--- src/hdl/c8afb_pkg.sv ---
// ----------------------------------------------------------------------------
// c8afb_pkg
// Shared types, constants and the CRC-8/ATM byte update for the frame builder.
// ----------------------------------------------------------------------------
`default_nettype none

package c8afb_pkg;

    localparam int HEADER_BYTES   = 12;
    localparam int FRAME_OVERHEAD = HEADER_BYTES + 1;

    localparam logic [7:0]  PAYLOAD_CEIL = 8'd231;
    localparam logic [31:0] SEQ_MAX      = 32'h00FF_FFFF;
    localparam logic [7:0]  CRC_POLY     = 8'h07;

    // request kinds
    localparam logic REQ_HEADER  = 1'b0;
    localparam logic REQ_PAYLOAD = 1'b1;

    // result status codes
    typedef logic [1:0] status_t;
    localparam status_t ST_OK       = 2'd0;
    localparam status_t ST_HDR_REJ  = 2'd1;
    localparam status_t ST_NO_FRAME = 2'd2;

    // configuration register indexes
    typedef logic [2:0] cfg_addr_t;
    localparam cfg_addr_t CFG_MAGIC_ONE  = 3'd0;
    localparam cfg_addr_t CFG_MAGIC_TWO  = 3'd1;
    localparam cfg_addr_t CFG_VERSION    = 3'd2;
    localparam cfg_addr_t CFG_TYPE_LO    = 3'd3;
    localparam cfg_addr_t CFG_TYPE_HI    = 3'd4;
    localparam cfg_addr_t CFG_PAY_LIMIT  = 3'd5;
    localparam cfg_addr_t CFG_CAPACITY   = 3'd6;

    // emission step within one item; header byte order then the CRC byte
    typedef logic [3:0] step_t;
    localparam step_t HB_MAGIC_ONE = 4'd0;
    localparam step_t HB_MAGIC_TWO = 4'd1;
    localparam step_t HB_VERSION   = 4'd2;
    localparam step_t HB_TYPE      = 4'd3;
    localparam step_t HB_SESS_LO   = 4'd4;
    localparam step_t HB_SESS_HI   = 4'd5;
    localparam step_t HB_SEQ_B0    = 4'd6;
    localparam step_t HB_SEQ_B1    = 4'd7;
    localparam step_t HB_SEQ_B2    = 4'd8;
    localparam step_t HB_INDEX     = 4'd9;
    localparam step_t HB_COUNT     = 4'd10;
    localparam step_t HB_LENGTH    = 4'd11;
    localparam step_t HB_CRC       = 4'd12;

    typedef struct packed {
        logic [7:0]  payload_byte;
        logic [7:0]  payload_length;
        logic [7:0]  fragment_count;
        logic [7:0]  fragment_index;
        logic [31:0] sequence_number;
        logic [15:0] session_id;
        logic [7:0]  frame_type;
    } item_data_t;

    typedef struct packed {
        logic [7:0] magic_byte_one;
        logic [7:0] magic_byte_two;
        logic [7:0] protocol_version;
        logic [7:0] type_lowest;
        logic [7:0] type_highest;
        logic [7:0] payload_limit;
        logic [9:0] frame_capacity;
    } cfg_t;

    function automatic logic [7:0] crc8_byte(input logic [7:0] crc, input logic [7:0] b);
        logic [7:0] c;
        c = crc ^ b;
        for (int k = 0; k < 8; k++) begin
            c = c[7] ? ((c << 1) ^ CRC_POLY) : (c << 1);
        end
        return c;
    endfunction

endpackage

`default_nettype wire

--- src/hdl/c8afb_hdr_check.sv ---
// ----------------------------------------------------------------------------
// c8afb_hdr_check
// Header request validation against the configured limits; also gives the
// total frame length of an accepted header.
// ----------------------------------------------------------------------------
`default_nettype none

module c8afb_hdr_check (
    input  var c8afb_pkg::item_data_t item,
    input  var c8afb_pkg::cfg_t       cfg,
    output logic                      hdr_ok,
    output logic [7:0]                frame_len
);

    logic [7:0] limit;
    logic [8:0] flen;

    assign limit = (cfg.payload_limit > c8afb_pkg::PAYLOAD_CEIL) ?
                   c8afb_pkg::PAYLOAD_CEIL : cfg.payload_limit;
    assign flen  = {1'b0, item.payload_length} + 9'(c8afb_pkg::FRAME_OVERHEAD);

    assign hdr_ok = (item.frame_type >= cfg.type_lowest) &&
                    (item.frame_type <= cfg.type_highest) &&
                    (item.session_id != 16'd0) &&
                    (item.sequence_number <= c8afb_pkg::SEQ_MAX) &&
                    (item.fragment_count != 8'd0) &&
                    (item.fragment_index < item.fragment_count) &&
                    (item.payload_length <= limit) &&
                    ({1'b0, flen} <= cfg.frame_capacity);

    assign frame_len = flen[7:0];

endmodule

`default_nettype wire

--- src/hdl/crc8_audio_frame_builder.sv ---
// ----------------------------------------------------------------------------
// crc8_audio_frame_builder
// Byte-stream serializer for CRC-8/ATM protected frames: header requests
// expand into 12 header bytes, payload bytes pass through, a CRC byte closes.
//
//   channel | dir | tdata                               | tuser     | tlast
//   s_      | in  | type,session,seq,idx,cnt,len,byte   | req_type  | -
//   m_      | out | out_byte,frame_length               | status    | end_of_frame
//   cfg_    | in  | write enable, 3-bit index, 10-bit data
//
// One beat in per cycle for payload bytes while the output takes beats; the last
// payload byte gives the data byte, then the CRC byte. A valid header gives 12
// header bytes, then the CRC byte when the payload length is zero. A rejected request gives one status beat. The single
// result emitter sets the rate; one output register parts the two sides.
// Synchronous active-low reset clears the frame state and loads config defaults.
// ----------------------------------------------------------------------------
`default_nettype none

module crc8_audio_frame_builder (
    input  logic        aclk,
    input  logic        aresetn,

    input  logic        s_tvalid,
    output logic        s_tready,
    // [7:0] frame_type, [23:8] session_id, [55:24] sequence_number,
    // [63:56] fragment_index, [71:64] fragment_count, [79:72] payload_length,
    // [87:80] payload_byte
    input  logic [87:0] s_tdata,
    // [0] req_type
    input  logic [0:0]  s_tuser,

    output logic        m_tvalid,
    input  logic        m_tready,
    // [7:0] out_byte, [15:8] frame_length
    output logic [15:0] m_tdata,
    // [1:0] status
    output logic [1:0]  m_tuser,
    output logic        m_tlast,

    input  logic        cfg_wr_en,
    input  logic [2:0]  cfg_addr,
    input  logic [9:0]  cfg_wdata
);

    c8afb_pkg::cfg_t cfg_reg;

    always_ff @(posedge aclk) begin
        if (!aresetn) begin
            cfg_reg.magic_byte_one   <= 8'd0;
            cfg_reg.magic_byte_two   <= 8'd0;
            cfg_reg.protocol_version <= 8'd0;
            cfg_reg.type_lowest      <= 8'd0;
            cfg_reg.type_highest     <= 8'd3;
            cfg_reg.payload_limit    <= 8'd231;
            cfg_reg.frame_capacity   <= 10'd244;
        end else if (cfg_wr_en) begin
            unique case (cfg_addr)
                c8afb_pkg::CFG_MAGIC_ONE: cfg_reg.magic_byte_one   <= cfg_wdata[7:0];
                c8afb_pkg::CFG_MAGIC_TWO: cfg_reg.magic_byte_two   <= cfg_wdata[7:0];
                c8afb_pkg::CFG_VERSION:   cfg_reg.protocol_version <= cfg_wdata[7:0];
                c8afb_pkg::CFG_TYPE_LO:   cfg_reg.type_lowest      <= cfg_wdata[7:0];
                c8afb_pkg::CFG_TYPE_HI:   cfg_reg.type_highest     <= cfg_wdata[7:0];
                c8afb_pkg::CFG_PAY_LIMIT: cfg_reg.payload_limit    <= cfg_wdata[7:0];
                c8afb_pkg::CFG_CAPACITY:  cfg_reg.frame_capacity   <= cfg_wdata;
                default: ;
            endcase
        end
    end

    // held item
    logic                  held_valid_reg;
    logic                  held_req_reg;
    c8afb_pkg::item_data_t held_reg;

    // frame state
    logic                  open_reg, open_next;
    logic [7:0]            rem_reg, rem_next;
    logic [7:0]            crc_reg, crc_next;
    logic [7:0]            tot_reg, tot_next;
    c8afb_pkg::step_t      step_reg, step_next;

    // output register
    logic                  m_valid_reg;
    logic [7:0]            ob_reg;
    logic [7:0]            flen_reg;
    c8afb_pkg::status_t    st_reg;
    logic                  eof_reg;

    logic                  hdr_ok;
    logic [7:0]            hdr_len;
    logic                  emit_en;
    logic                  last;
    logic                  in_accept;
    logic [7:0]            ob;
    logic [7:0]            flen_o;
    c8afb_pkg::status_t    st;
    logic                  eof;
    logic [7:0]            hbyte;
    logic [7:0]            crc_base;

    c8afb_hdr_check u_hdr_check (
        .item      (held_reg),
        .cfg       (cfg_reg),
        .hdr_ok    (hdr_ok),
        .frame_len (hdr_len)
    );

    assign emit_en   = held_valid_reg && (!m_valid_reg || m_tready);
    assign s_tready  = !held_valid_reg || (emit_en && last);
    assign in_accept = s_tvalid && s_tready;

    always_comb begin
        case (step_reg)
            c8afb_pkg::HB_MAGIC_ONE: hbyte = cfg_reg.magic_byte_one;
            c8afb_pkg::HB_MAGIC_TWO: hbyte = cfg_reg.magic_byte_two;
            c8afb_pkg::HB_VERSION:   hbyte = cfg_reg.protocol_version;
            c8afb_pkg::HB_TYPE:      hbyte = held_reg.frame_type;
            c8afb_pkg::HB_SESS_LO:   hbyte = held_reg.session_id[7:0];
            c8afb_pkg::HB_SESS_HI:   hbyte = held_reg.session_id[15:8];
            c8afb_pkg::HB_SEQ_B0:    hbyte = held_reg.sequence_number[7:0];
            c8afb_pkg::HB_SEQ_B1:    hbyte = held_reg.sequence_number[15:8];
            c8afb_pkg::HB_SEQ_B2:    hbyte = held_reg.sequence_number[23:16];
            c8afb_pkg::HB_INDEX:     hbyte = held_reg.fragment_index;
            c8afb_pkg::HB_COUNT:     hbyte = held_reg.fragment_count;
            c8afb_pkg::HB_LENGTH:    hbyte = held_reg.payload_length;
            default:                 hbyte = 8'h00;
        endcase
    end

    assign crc_base = (step_reg == c8afb_pkg::HB_MAGIC_ONE) ? 8'h00 : crc_reg;

    always_comb begin
        ob        = 8'h00;
        flen_o    = 8'h00;
        st        = c8afb_pkg::ST_OK;
        eof       = 1'b0;
        last      = 1'b1;
        open_next = open_reg;
        rem_next  = rem_reg;
        crc_next  = crc_reg;
        tot_next  = tot_reg;
        step_next = step_reg;
        if (held_req_reg == c8afb_pkg::REQ_PAYLOAD) begin
            if (step_reg != c8afb_pkg::HB_MAGIC_ONE) begin
                // CRC byte after the last payload byte
                ob        = crc_reg;
                eof       = 1'b1;
                flen_o    = tot_reg;
                open_next = 1'b0;
                rem_next  = 8'd0;
                crc_next  = 8'd0;
                tot_next  = 8'd0;
            end else if (!open_reg || rem_reg == 8'd0) begin
                st  = c8afb_pkg::ST_NO_FRAME;
                eof = 1'b1;
            end else begin
                ob       = held_reg.payload_byte;
                crc_next = c8afb_pkg::crc8_byte(crc_reg, held_reg.payload_byte);
                rem_next = rem_reg - 8'd1;
                if (rem_reg == 8'd1) begin
                    last      = 1'b0;
                    step_next = c8afb_pkg::HB_MAGIC_TWO;
                end
            end
        end else begin
            if (step_reg == c8afb_pkg::HB_MAGIC_ONE && !hdr_ok) begin
                st  = c8afb_pkg::ST_HDR_REJ;
                eof = 1'b1;
            end else if (step_reg == c8afb_pkg::HB_CRC) begin
                ob        = crc_reg;
                eof       = 1'b1;
                flen_o    = tot_reg;
                open_next = 1'b0;
                rem_next  = 8'd0;
                crc_next  = 8'd0;
                tot_next  = 8'd0;
            end else begin
                ob        = hbyte;
                crc_next  = c8afb_pkg::crc8_byte(crc_base, hbyte);
                last      = 1'b0;
                step_next = c8afb_pkg::step_t'(step_reg + 4'd1);
                if (step_reg == c8afb_pkg::HB_MAGIC_ONE) begin
                    open_next = 1'b1;
                    tot_next  = hdr_len;
                    rem_next  = held_reg.payload_length;
                end
                if (step_reg == c8afb_pkg::HB_LENGTH &&
                    held_reg.payload_length != 8'd0) begin
                    last = 1'b1;
                end
            end
        end
        if (last) begin
            step_next = c8afb_pkg::HB_MAGIC_ONE;
        end
    end

    always_ff @(posedge aclk) begin
        if (!aresetn) begin
            held_valid_reg <= 1'b0;
            open_reg       <= 1'b0;
            rem_reg        <= 8'd0;
            crc_reg        <= 8'd0;
            tot_reg        <= 8'd0;
            step_reg       <= c8afb_pkg::HB_MAGIC_ONE;
            m_valid_reg    <= 1'b0;
        end else begin
            if (in_accept) begin
                held_valid_reg <= 1'b1;
            end else if (emit_en && last) begin
                held_valid_reg <= 1'b0;
            end
            if (emit_en) begin
                open_reg    <= open_next;
                rem_reg     <= rem_next;
                crc_reg     <= crc_next;
                tot_reg     <= tot_next;
                step_reg    <= step_next;
                m_valid_reg <= 1'b1;
            end else if (m_tready) begin
                m_valid_reg <= 1'b0;
            end
        end
    end

    always_ff @(posedge aclk) begin
        if (in_accept) begin
            held_req_reg <= s_tuser[0];
            held_reg     <= c8afb_pkg::item_data_t'(s_tdata);
        end
        if (emit_en) begin
            ob_reg   <= ob;
            flen_reg <= flen_o;
            st_reg   <= st;
            eof_reg  <= eof;
        end
    end

    assign m_tvalid = m_valid_reg;
    assign m_tdata  = {flen_reg, ob_reg};
    assign m_tuser  = st_reg;
    assign m_tlast  = eof_reg;

endmodule

`default_nettype wire

--- config.mk ---
export PLATFORM = sky130hd
export DESIGN_NAME = crc8_audio_frame_builder
export DESIGN_NICKNAME = d
export VERILOG_FILES = /design/src/hdl/c8afb_pkg.sv /design/src/hdl/c8afb_hdr_check.sv /design/src/hdl/crc8_audio_frame_builder.sv
export SDC_FILE = /design/constraint.sdc
export NUM_CORES = 1
export LEC_CHECK = 0
export BUFFER_PORTS_ARGS = -buffer_cell sky130_fd_sc_hd__buf_2
export CORE_MARGIN = 5
export CORE_UTILIZATION = 50
export CTS_CLUSTER_SIZE = 28
export DETAILED_ROUTE_END_ITERATION = 7
export PLACE_DENSITY = 0.71
export SYNTH_ARGS = -nofsm -noshare
export SYNTH_HDL_FRONTEND = slang
export SYNTH_SLANG_ARGS = --single-unit
--- constraint.sdc ---
create_clock -name aclk -period 13.35 [get_ports aclk]
set_input_delay 2.67 -clock aclk [delete_from_list [all_inputs] [get_ports aclk]]
set_output_delay 2.67 -clock aclk [all_outputs]
set_load 0.01 [all_outputs]
Yosys cells after proc, flatten, opt, wreduce, memory -nomap -nowiden
Cells that the tools add are included.
{"block": "classes", "n_lt_le_gt_ge": 7, "eq_ne": 27, "bitwise_logic": 18, "reduce_logical": 40, "n_addsub": 3, "n_mux": 76}
{"operator": "2-to-1 mux 8 bit", "n": 27}
{"operator": "case mux 8 bit (12 select lines)", "n": 1}
{"operator": "2-to-1 mux 3 bit", "n": 16}
{"operator": "NOT 3 bit", "n": 16}
{"operator": "<= comparator 32 x 24 -> 1 bit, second input constant", "n": 1}
{"operator": "2-to-1 mux 4 bit", "n": 7}
{"operator": "2-to-1 mux 1 bit", "n": 22}
{"operator": "equality test 4 bit, second input constant", "n": 5}
{"operator": "equality test 4 x 3 -> 1 bit, second input constant", "n": 4}
{"operator": "<= comparator 8 bit", "n": 2}
{"operator": "nonzero test 16 bit", "n": 1}
{"operator": "nonzero test 8 bit", "n": 2}
{"operator": "XOR 8 bit", "n": 2}
{"operator": "!= test 3 bit, second input constant", "n": 5}
{"operator": "AND reduction 2 bit", "n": 7}
{"operator": "logical AND 1 bit", "n": 12}
{"operator": "<= comparator 9 x 10 -> 1 bit", "n": 1}
{"operator": "adder 8 x 4 -> 9 bit, second input constant", "n": 1}
{"operator": "equality test 3 bit, second input constant", "n": 3}
{"operator": "equality test 4 x 2 -> 1 bit, second input constant", "n": 2}
{"operator": "equality test 8 x 1 -> 1 bit, second input constant", "n": 1}
{"operator": "greater-or-equal comparator 8 bit", "n": 1}
{"operator": "> comparator 8 bit, second input constant", "n": 1}
{"operator": "zero test 8 bit", "n": 1}
{"operator": "20 further kinds", "n": 30}
{"block": "totals", "regBits": 197, "input_bits": 107, "word_cells": 197}

Logic depth before layout (Yosys ltp)
Gate-level depths: netlist (run 1).
{"block": "depth", "depth_word": 22, "ltp_mapped": 15}

Hierarchy
A second synthesis (run 1) with hierarchy kept.
{"block": "hier_totals", "cells_unflattened": 972, "hier_area_um2": 9758.1}
{"mod": "crc8_audio_frame_builder", "area_each_um2": 8579.5, "n_inst": 1, "cells_each": 811}
{"mod": "c8afb_hdr_check", "area_each_um2": 1178.6, "n_inst": 1, "cells_each": 161}

Least setup slack after synthesis (run 1)
Ideal clock, no wire load.
{"block": "synth_timing", "path_kind": "input to output", "start": "in m_tready", "end": "out s_tready", "slack_ps": 7660, "t_arrival_ps": 3020, "path_buffers": 0, "path_stages": 3, "path_cell_list": "nand2b_1 > nand2_1 > o21ai_2"}
{"block": "synth_between", "elab_chain_len": 4}
{"item": "start, declared", "line_no": "crc8_audio_frame_builder.sv:33", "text": "input logic m_tready,"}
{"item": "logical OR 1 bit", "line_no": "crc8_audio_frame_builder.sv:108", "text": "assign emit_en = held_valid_reg && (!m_valid_reg || m_tready);"}
{"item": "logical AND 1 bit", "line_no": "crc8_audio_frame_builder.sv:108"}
{"item": "logical AND 1 bit", "line_no": "crc8_audio_frame_builder.sv:109", "text": "assign s_tready = !held_valid_reg || (emit_en && last);"}
{"item": "logical OR 1 bit", "line_no": "crc8_audio_frame_builder.sv:109"}
{"item": "end, declared", "line_no": "crc8_audio_frame_builder.sv:24", "text": "output logic s_tready,"}
No other way between the ends.

Worst setup path after layout (run 1)
{"block": "layout_timing", "start": "reg held_reg[73] (netlist name)", "end": "out s_tready"}
{"block": "layout_between", "elab_chain_len": 9}
{"item": "start, declared", "line_no": "crc8_audio_frame_builder.sv:73", "text": "c8afb_pkg::item_data_t held_reg;"}
{"item": "start signal, assigned", "line_no": "crc8_audio_frame_builder.sv:229", "text": "held_reg <= c8afb_pkg::item_data_t'(s_tdata);"}
{"item": "adder 8 x 4 -> 9 bit or <= comparator 8 bit (tied branches)", "line_no": "c8afb_hdr_check.sv:20, c8afb_hdr_check.sv:28"}
{"item": "<= comparator 9 x 10 -> 1 bit or logical AND 1 bit (tied branches)", "line_no": "c8afb_hdr_check.sv:29, c8afb_hdr_check.sv:27"}
{"item": "logical AND 1 bit", "line_no": "c8afb_hdr_check.sv:28", "text": "(item.payload_length <= limit) &&"}
{"item": "zero test 1 bit", "line_no": "crc8_audio_frame_builder.sv:166", "text": "if (step_reg == c8afb_pkg::HB_MAGIC_ONE && !hdr_ok) begin"}
{"item": "logical AND 1 bit", "line_no": "crc8_audio_frame_builder.sv:166"}
{"item": "2-to-1 mux 1 bit *", "line_no": "crc8_audio_frame_builder.sv:166"}
{"item": "2-to-1 mux 1 bit *", "line_no": "crc8_audio_frame_builder.sv:143", "text": "if (held_req_reg == c8afb_pkg::REQ_PAYLOAD) begin"}
{"item": "logical AND 1 bit *", "line_no": "crc8_audio_frame_builder.sv:109"}
{"item": "logical OR 1 bit *", "line_no": "crc8_audio_frame_builder.sv:109"}
Every way passes the cells marked *; elsewhere a longest branch is shown, timed or not.

==> results of run 1 <==
## per-stage QoR
| step | util (%) | cell area (um2) | total power [mW] | hold WS [ns] | setup slack [ns] |
|---|---|---|---|---|---|
| 5_1_grt | 58.2 | 10900 | 1.35 | 0.471 | 6.18 |
| 3_3_place_gp | 55.1 | 10300 | 0.814 | 0.442 | 7.09 |
| 3_5_place_dp | 55.1 | 10300 | 0.816 | 0.447 | 6.92 |
| 6_report | 58.2 | 10900 | 1.30 | 0.455 | 6.40 |
| 4_1_cts | 58.2 | 10900 | 1.31 | 0.456 | 6.40 |
| 2_1_floorplan | - | 9560 | 0.769 | 0.433 | 7.66 |
## logic make-up after synthesis
family / Yosys count / share of synthesized area, %
multiplexers: 3 / 0.353
XOR/XNOR: 58 / 5.31
adder cells (fa/ha/maj): 49 / 6.41
AO/OA/AOI/OAI: 232 / 17.0
buffers and inverters: 94 / 3.94
AND/OR/NAND/NOR: 306 / 14.4
flip-flops: 197 / 52.6
## routing by layer
layer | track usage (%) | part of all wire, % | wire length (um)
met5 | 0 | 0.029 | 7
met4 | 7.16 | 1.9 | 464
met3 | 4.75 | 8.0 | 1910
met2 | 34.6 | 46 | 11000
met1 | 30.8 | 44 | 10400
## worst max-delay path, cell delays in order, from the launching register on
cell,delay [ns]
edfxtp_1,0.51
ha_1,0.26
nor3_1,0.34
nand3b_1,0.18
xnor2_1,0.10
ha_1,0.19
a21o_1,0.15
a21oi_1,0.19
o211ai_1,0.11
o21ai_0,0.25
nand4_1,0.29
o21ai_2,0.56
and3_1,0.44
o21ai_2,0.12
buf_2,0.15
## synthesized netlist by cell type (all sizes together), types with 4 or more instances
cell type    n
clkbuf      33
and2        13
o21a         6
o21ai       23
nand3       40
xor2        15
nor3         9
edfxtp     108
a21oi       56
nand2b       7
a32o         9
xnor2       43
nor2        27
nand2      168
a222oi       5
o211ai      13
a211oi       4
a22oi       42
o211a        7
ha          49
buf         13
a31oi        5
and3         7
a22o        11
nor2b        9
a21boi      36
inv         48
nor4         8
dfxtp       89
nand4       12
## power groups by stage
stage	Combinational (mW)	Sequential [mW]	Clock, mW
global route	0.135	0.685	0.533
finish	0.121	0.683	0.501
detailed placement	0.120	0.697	0
CTS	0.121	0.683	0.508
floorplan	0.0772	0.692	0
global placement	0.118	0.696	0
## worst max path at each step
| stage | startpoint | to | slack [ns] | cells past startpoint |
|---|---|---|---|---|
| after detailed placement | held_reg[72] | s_tready | 6.92 | 14 |
| after global placement | held_reg[73] | s_tready | 7.09 | 14 |
| after global routing | held_reg[72] | s_tready | 6.18 | 14 |
| final | held_reg[73] | s_tready | 6.40 | 14 |
| after CTS | held_reg[73] | s_tready | 6.40 | 14 |
| after floorplan | m_tready | s_tready | 7.66 | 3 |
## layout make-up
type                    instances  share of cell area [%]
clock buffers                  18                    3.93
inverters                      48                    1.65
flip-flops and latches        197                    46.0
repair buffers                134                    6.30
well taps                     234                    2.68
multi-input cells             648                    38.1
clock inverters                14                    1.31
==> flow_summary.yaml, run 1 <==
placed_design:
  dp.cells: 1261
  port_buffers: 127
  gp_congestion: 0.897
  hpwl_mm: 17.0
cts:
  post_cts_buffers: 0
  clk_path_buf_depth: 2
  cts_resized: 0
  cts_max_level: 4
  cts_tree: "yes"
  postCtsHoldBufs: 0
  path_clk_slew_ns: 0.07
  cts.sinks: 197
  numCtsBuffers: 17
  clock_latency_ns: 0.44
  root_buffer: "clkbuf_16"
timing:
  rsz0062_at_grt: "false"
  worst_slew_pin_slew_ns: 1.21
  fmax_mhz: 144
  hold_viol: 0
  relSlewSlack_pct: 18.8
  period_needed_ns: 6.95
  fin_skew_ns: 0.00950
  final_min_period_over_clock_period_pct: 52.0
  maxSlewViolCount: 0
  finalSetupViolations: 0
  tns_ns: 0
die:
  die_h_um: 148
  floorplan.die.width_um: 148
  fp-row-count: 50
  die-area_um2: 22000
  io_pins: 128
  core_um2: 18800
  start_util_pct: 50.9
logic_synthesis:
  ys_ff_latch: 197
  ys_types: 52
  ys_top_cells_by_area: "edfxtp_1, dfxtp_1, nand2_1"
  synth_top_area_cell: "edfxtp_1"
  synthCells: 939
  synth_top_area_share_pct: 33.9
  yosysSeqAreaShare_pct: 52.6
  synth_edf_count: 108
  syn_nets: 1095
  avgSynthCellArea_um2: 10.2
  yosys_most_used_dff: "edfxtp_1"
  syn_area_um2: 9560
  synthArstFlopShare_pct: 0
  yosys_warnings: 0
final_layout:
  drive_above_1_share_pct: 16.7
  nFillCells: 1600
  finalNetCount: 1202
  seq_area_um2: 5020
  syn2layout_area_growth_pct: 14.2
  final_cell_mix: "nand2_1, buf_2, edfxtp_1, dfxtp_1, a21oi_1"
  largest_reg_flops: 88
  instances_no_fill: 1293
  n_antenna_cell: 0
  final_common_cell: "nand2_1"
  multiInputGateArea_um2: 4160
power:
  comb_power_share_pct: 9.2
  intPower_mw: 0.980
  power_density_nw_per_um2: 119
  swShare_pct: 24.9
  seq_power_share_pct: 52.3
  ir_worst_vdd_mv: 0.102
  clock_power_share_pct: 38.4
  p_leak_nw: 4.26
  p_sw_mw: 0.324
drt:
  first_pass_iters: 5
  routed_via_density: 5.73
  totalWireLength_mm: 23.9
  vias: 7414
  drt-initial-drc-count: 682
  ant_nets: 0
  remaining_drc_errors: 0
  wire_per_inst_um: 18.4
global_route:
  grt_max_degree: 79
  track_usage_pct: 22.1
  grt-ovfl-total: 0
  antenna_found_initial: 1
  grt_pass1_wl_mm: 38.4
  grt_pass1_vias: 7172
critical_path:
  rr_startpoint: "held_reg[73]"
  worst-setup-path-type: "flop to output pin"
  r2r_cells: 15
  r2r_slack_ns: 8.55
  critPathLaunchType: "flop"
  required_ns: 10.68
  crit_path_max_fanout: 12
  end_kind: "output pin"
  cp_data_arrival_time_ns: 4.28
  reg2reg_to: "held_reg[40]"
run_status:
  status: "finished, final reports clean"
flow_run:
  max_cap_violations: 0
min_path:
  hold_path.class: "flop to flop"
  holdPathStages: 2
  holdPathEnd: "cfg_reg[33]"
  min-delay-start: "cfg_reg[33]"
(Power assumes the default switching activity.)
==> run 2: changes to the inputs <==
--- a/config.mk
+++ b/config.mk
@@ -5,12 +5,13 @@
 export SDC_FILE = /design/constraint.sdc
 export NUM_CORES = 1
 export LEC_CHECK = 0
+export ABC_AREA = 1
 export BUFFER_PORTS_ARGS = -buffer_cell sky130_fd_sc_hd__buf_2
 export CORE_MARGIN = 5
 export CORE_UTILIZATION = 50
 export CTS_CLUSTER_SIZE = 28
 export DETAILED_ROUTE_END_ITERATION = 7
-export PLACE_DENSITY = 0.71
+export PLACE_DENSITY = 0.7
 export SYNTH_ARGS = -nofsm -noshare
 export SYNTH_HDL_FRONTEND = slang
 export SYNTH_SLANG_ARGS = --single-unit
==> constraint.sdc (replaced) <==
create_clock -name aclk -period 7.1 [get_ports aclk]
set_input_delay 1.42 -clock aclk [delete_from_list [all_inputs] [get_ports aclk]]
set_output_delay 1.42 -clock aclk [all_outputs]
set_load 0.01 [all_outputs]
==> run 2 against run 1 <==
Against the previous run:
- core utilization shrank 0.41 points
- register-to-register slack worse by 6.0 ns
- sequential share of layout area shrank 3.2 points
- total power up 120%
- first-iteration DRC count rose by 4.3%
- final cell count grew 28%
- routed wire length rose by 9.5%
- synthesized cell count rose by 34%
- die area up 7.4%
- critical path depth increased by 5
- clock skew up 0.0018 ns
- critical path type unchanged
- critical endpoint unchanged
- largest cell class unchanged
==> flow_summary.yaml, run 2 <==
global_route:
  grt_pass1_wl_mm: 41.7
  antenna_found_initial: 0
  grt_pass1_vias: 8261
  track_usage_pct: 21.9
  grt_max_degree: 56
  grt-ovfl-total: 0
placed_design:
  port_buffers: 127
  dp.cells: 1625
  place_area_um2: 11200
  hpwl_mm: 19.6
  gp_congestion: 0.922
  preCtsSetupSlack_ns: 2.49
power:
  p_leak_nw: 5.31
  ir_worst_vdd_mv: 0.177
  power_density_nw_per_um2: 240
die:
  start_util_pct: 50.9
  floorplan.die.width_um: 154
  io_pins: 128
  fp-row-count: 52
  die-area_um2: 23600
  die_h_um: 154
  core_um2: 20300
logic_synthesis:
  yosysSeqAreaShare_pct: 48.7
  synth_top_area_cell: "edfxtp_1"
  syn_area_um2: 10300
  ys_top_cells_by_area: "edfxtp_1, dfxtp_1, nand2_1"
  yosysMostFrequentCell: "nand2_1"
  synthSimpleGateAreaFrac_pct: 28.4
  avgSynthCellArea_um2: 8.19
  ys_types: 37
  yosys_warnings: 0
  synthArstFlopShare_pct: 0
  ys_ff_latch: 197
  synth_common_cells: "nand2_1, nor2_1, inv_1, edfxtp_1, dfxtp_1"
  yosys_most_used_dff: "edfxtp_1"
  synth_edf_count: 108
  synthAdderAreaFrac_pct: 5.94
  muxShareOfSynthArea_pct: 0
  synth_xor_area_share_pct: 2.29
  synthCells: 1260
  synth_compound_area_share_pct: 8.24
  synth_top_family_by_area: "simple AND/OR/NAND/NOR gates"
  syn_nets: 1416
  synth_top_area_share_pct: 31.4
drt:
  totalWireLength_mm: 26.1
  wire_per_inst_um: 15.8
  drt-initial-drc-count: 711
  remaining_drc_errors: 0
  ant_nets: 0
  routed_via_density: 5.27
  vias: 8733
  first_pass_iters: 6
final_layout:
  final_common_cell: "nand2_1"
  syn2layout_area_growth_pct: 13.6
  final_cell_mix: "nand2_1, nor2_1, buf_2, inv_1, edfxtp_1"
  final_util_pct: 57.8
  drive_above_1_share_pct: 14.0
  n_antenna_cell: 0
  largest_reg_flops: 88
  fin_area_um2: 11700
  instances_no_fill: 1657
  finalNetCount: 1530
critical_path:
  crit_start: "held_reg[72]"
  rr_startpoint: "held_reg[72]"
  crit_path_max_fanout: 10
  critPathLaunchType: "flop"
  end_kind: "output pin"
  required_ns: 5.68
  worst-setup-path-type: "flop to output pin"
  cp_data_arrival_time_ns: 3.67
timing:
  postLayoutSetupSlackWorst_ns: 2.01
  finalSetupViolations: 0
  rsz0062_at_grt: "false"
  tns_ns: 0
  worst_slew_pin_slew_ns: 0.912
  period_needed_ns: 5.09
  relSlewSlack_pct: 39.2
  hold_viol: 0
  fmax_mhz: 197
  fin_skew_ns: 0.0113
  maxSlewViolCount: 0
  final_min_period_over_clock_period_pct: 71.6
cts:
  cts_tree: "yes"
  post_cts_buffers: 0
  postCtsHoldBufs: 0
  root_buffer: "clkbuf_16"
  path_clk_slew_ns: 0.08
  numCtsBuffers: 17
  clock_latency_ns: 0.44
  cts.sinks: 197
  clk_path_buf_depth: 2
  cts_max_level: 4
  cts_resized: 0
run_status:
  status: "finished, final reports clean"
flow_run:
  max_cap_violations: 0
min_path:
  hold_path.class: "flop to flop"
  min-delay-start: "cfg_reg[24]"
[run 2: cell count changes after synthesis, moves of 42 or more]
cell | previous run | this run
a22oi_1 | 42 | 0
inv_1 | 48 | 115
nand2_1 | 168 | 329
nand3_1 | 40 | 84
nand4_1 | 12 | 54
nor2_1 | 27 | 170
o21ai_0 | 21 | 65
[run 2: kinds of logic (layout without fill, tap and decap cells)]
logic type	after synthesis	in the layout
AND/OR/NAND/NOR	675	675
flip-flops	197	197
buffers and inverters	158	285
AO/OA/AOI/OAI	154	154
adder cells (fa/ha/maj)	49	49
XOR/XNOR	27	27
[run 2: critical path: stages (launching register included)]
cell and delay, ns:
edfxtp_1 0.46, inv_1 0.14, o21ai_0 0.32, nand4_1 0.15, xor2_1 0.19, inv_1 0.06
ha_1 0.29, nand2_1 0.05, nor2_1 0.17, nand3_1 0.10, nand3_1 0.09, nand2_1 0.06
nand2_1 0.07, nor2_1 0.04, nand3_1 0.09, nand2_1 0.26, nand2_1 0.21, nand3_1 0.18
nand2_1 0.14, buf_2 0.14
[run 2: area by class of cell]
class	instances	area, um2
Clock buffer	18	429
Clock inverter	14	148
Fill cell	1874	8570
Inverter	122	470
Multi-Input combinational cell	905	4650
Sequential cell	197	5020
Tap cell	270	338
Timing Repair Buffer	131	666
[run 2: final timing paths]
path                   to  slack (ns)  depth (start not counted)
min           cfg_reg[24]        0.46                          2
min reg2reg   cfg_reg[24]        0.46                          2
max reg2reg  held_reg[16]        2.52                         19
max              s_tready        2.01                         19
[run 2: where the power goes]
part / internal, mW / total (mW) / switching (mW)
Sequential: 1.28 / 1.33 / 0.0475
Combinational: 0.176 / 0.517 / 0.341
Clock: 0.523 / 0.970 / 0.447
Total: 1.98 / 2.81 / 0.835
[run 2: metal layers]
metal / wire, um / up-vias / GRT usage [%]
li1: - / 4450 / -
met1: 12100 / 3965 / 31.1
met2: 11700 / 277 / 34.1
met3: 1700 / 41 / 4.36
met4: 598 / 0 / 6.69
met5: 0 / - / 0
[run 2: stage by stage]
| stage | total power, mW | hold WS [ns] |
|---|---|---|
| 6_report | 2.81 | 0.464 |
| 5_1_grt | 2.95 | 0.482 |
| 4_1_cts | 2.82 | 0.467 |
| 3_5_place_dp | 1.86 | 0.450 |
| 3_3_place_gp | 1.85 | 0.445 |
| 2_1_floorplan | 1.72 | 0.421 |
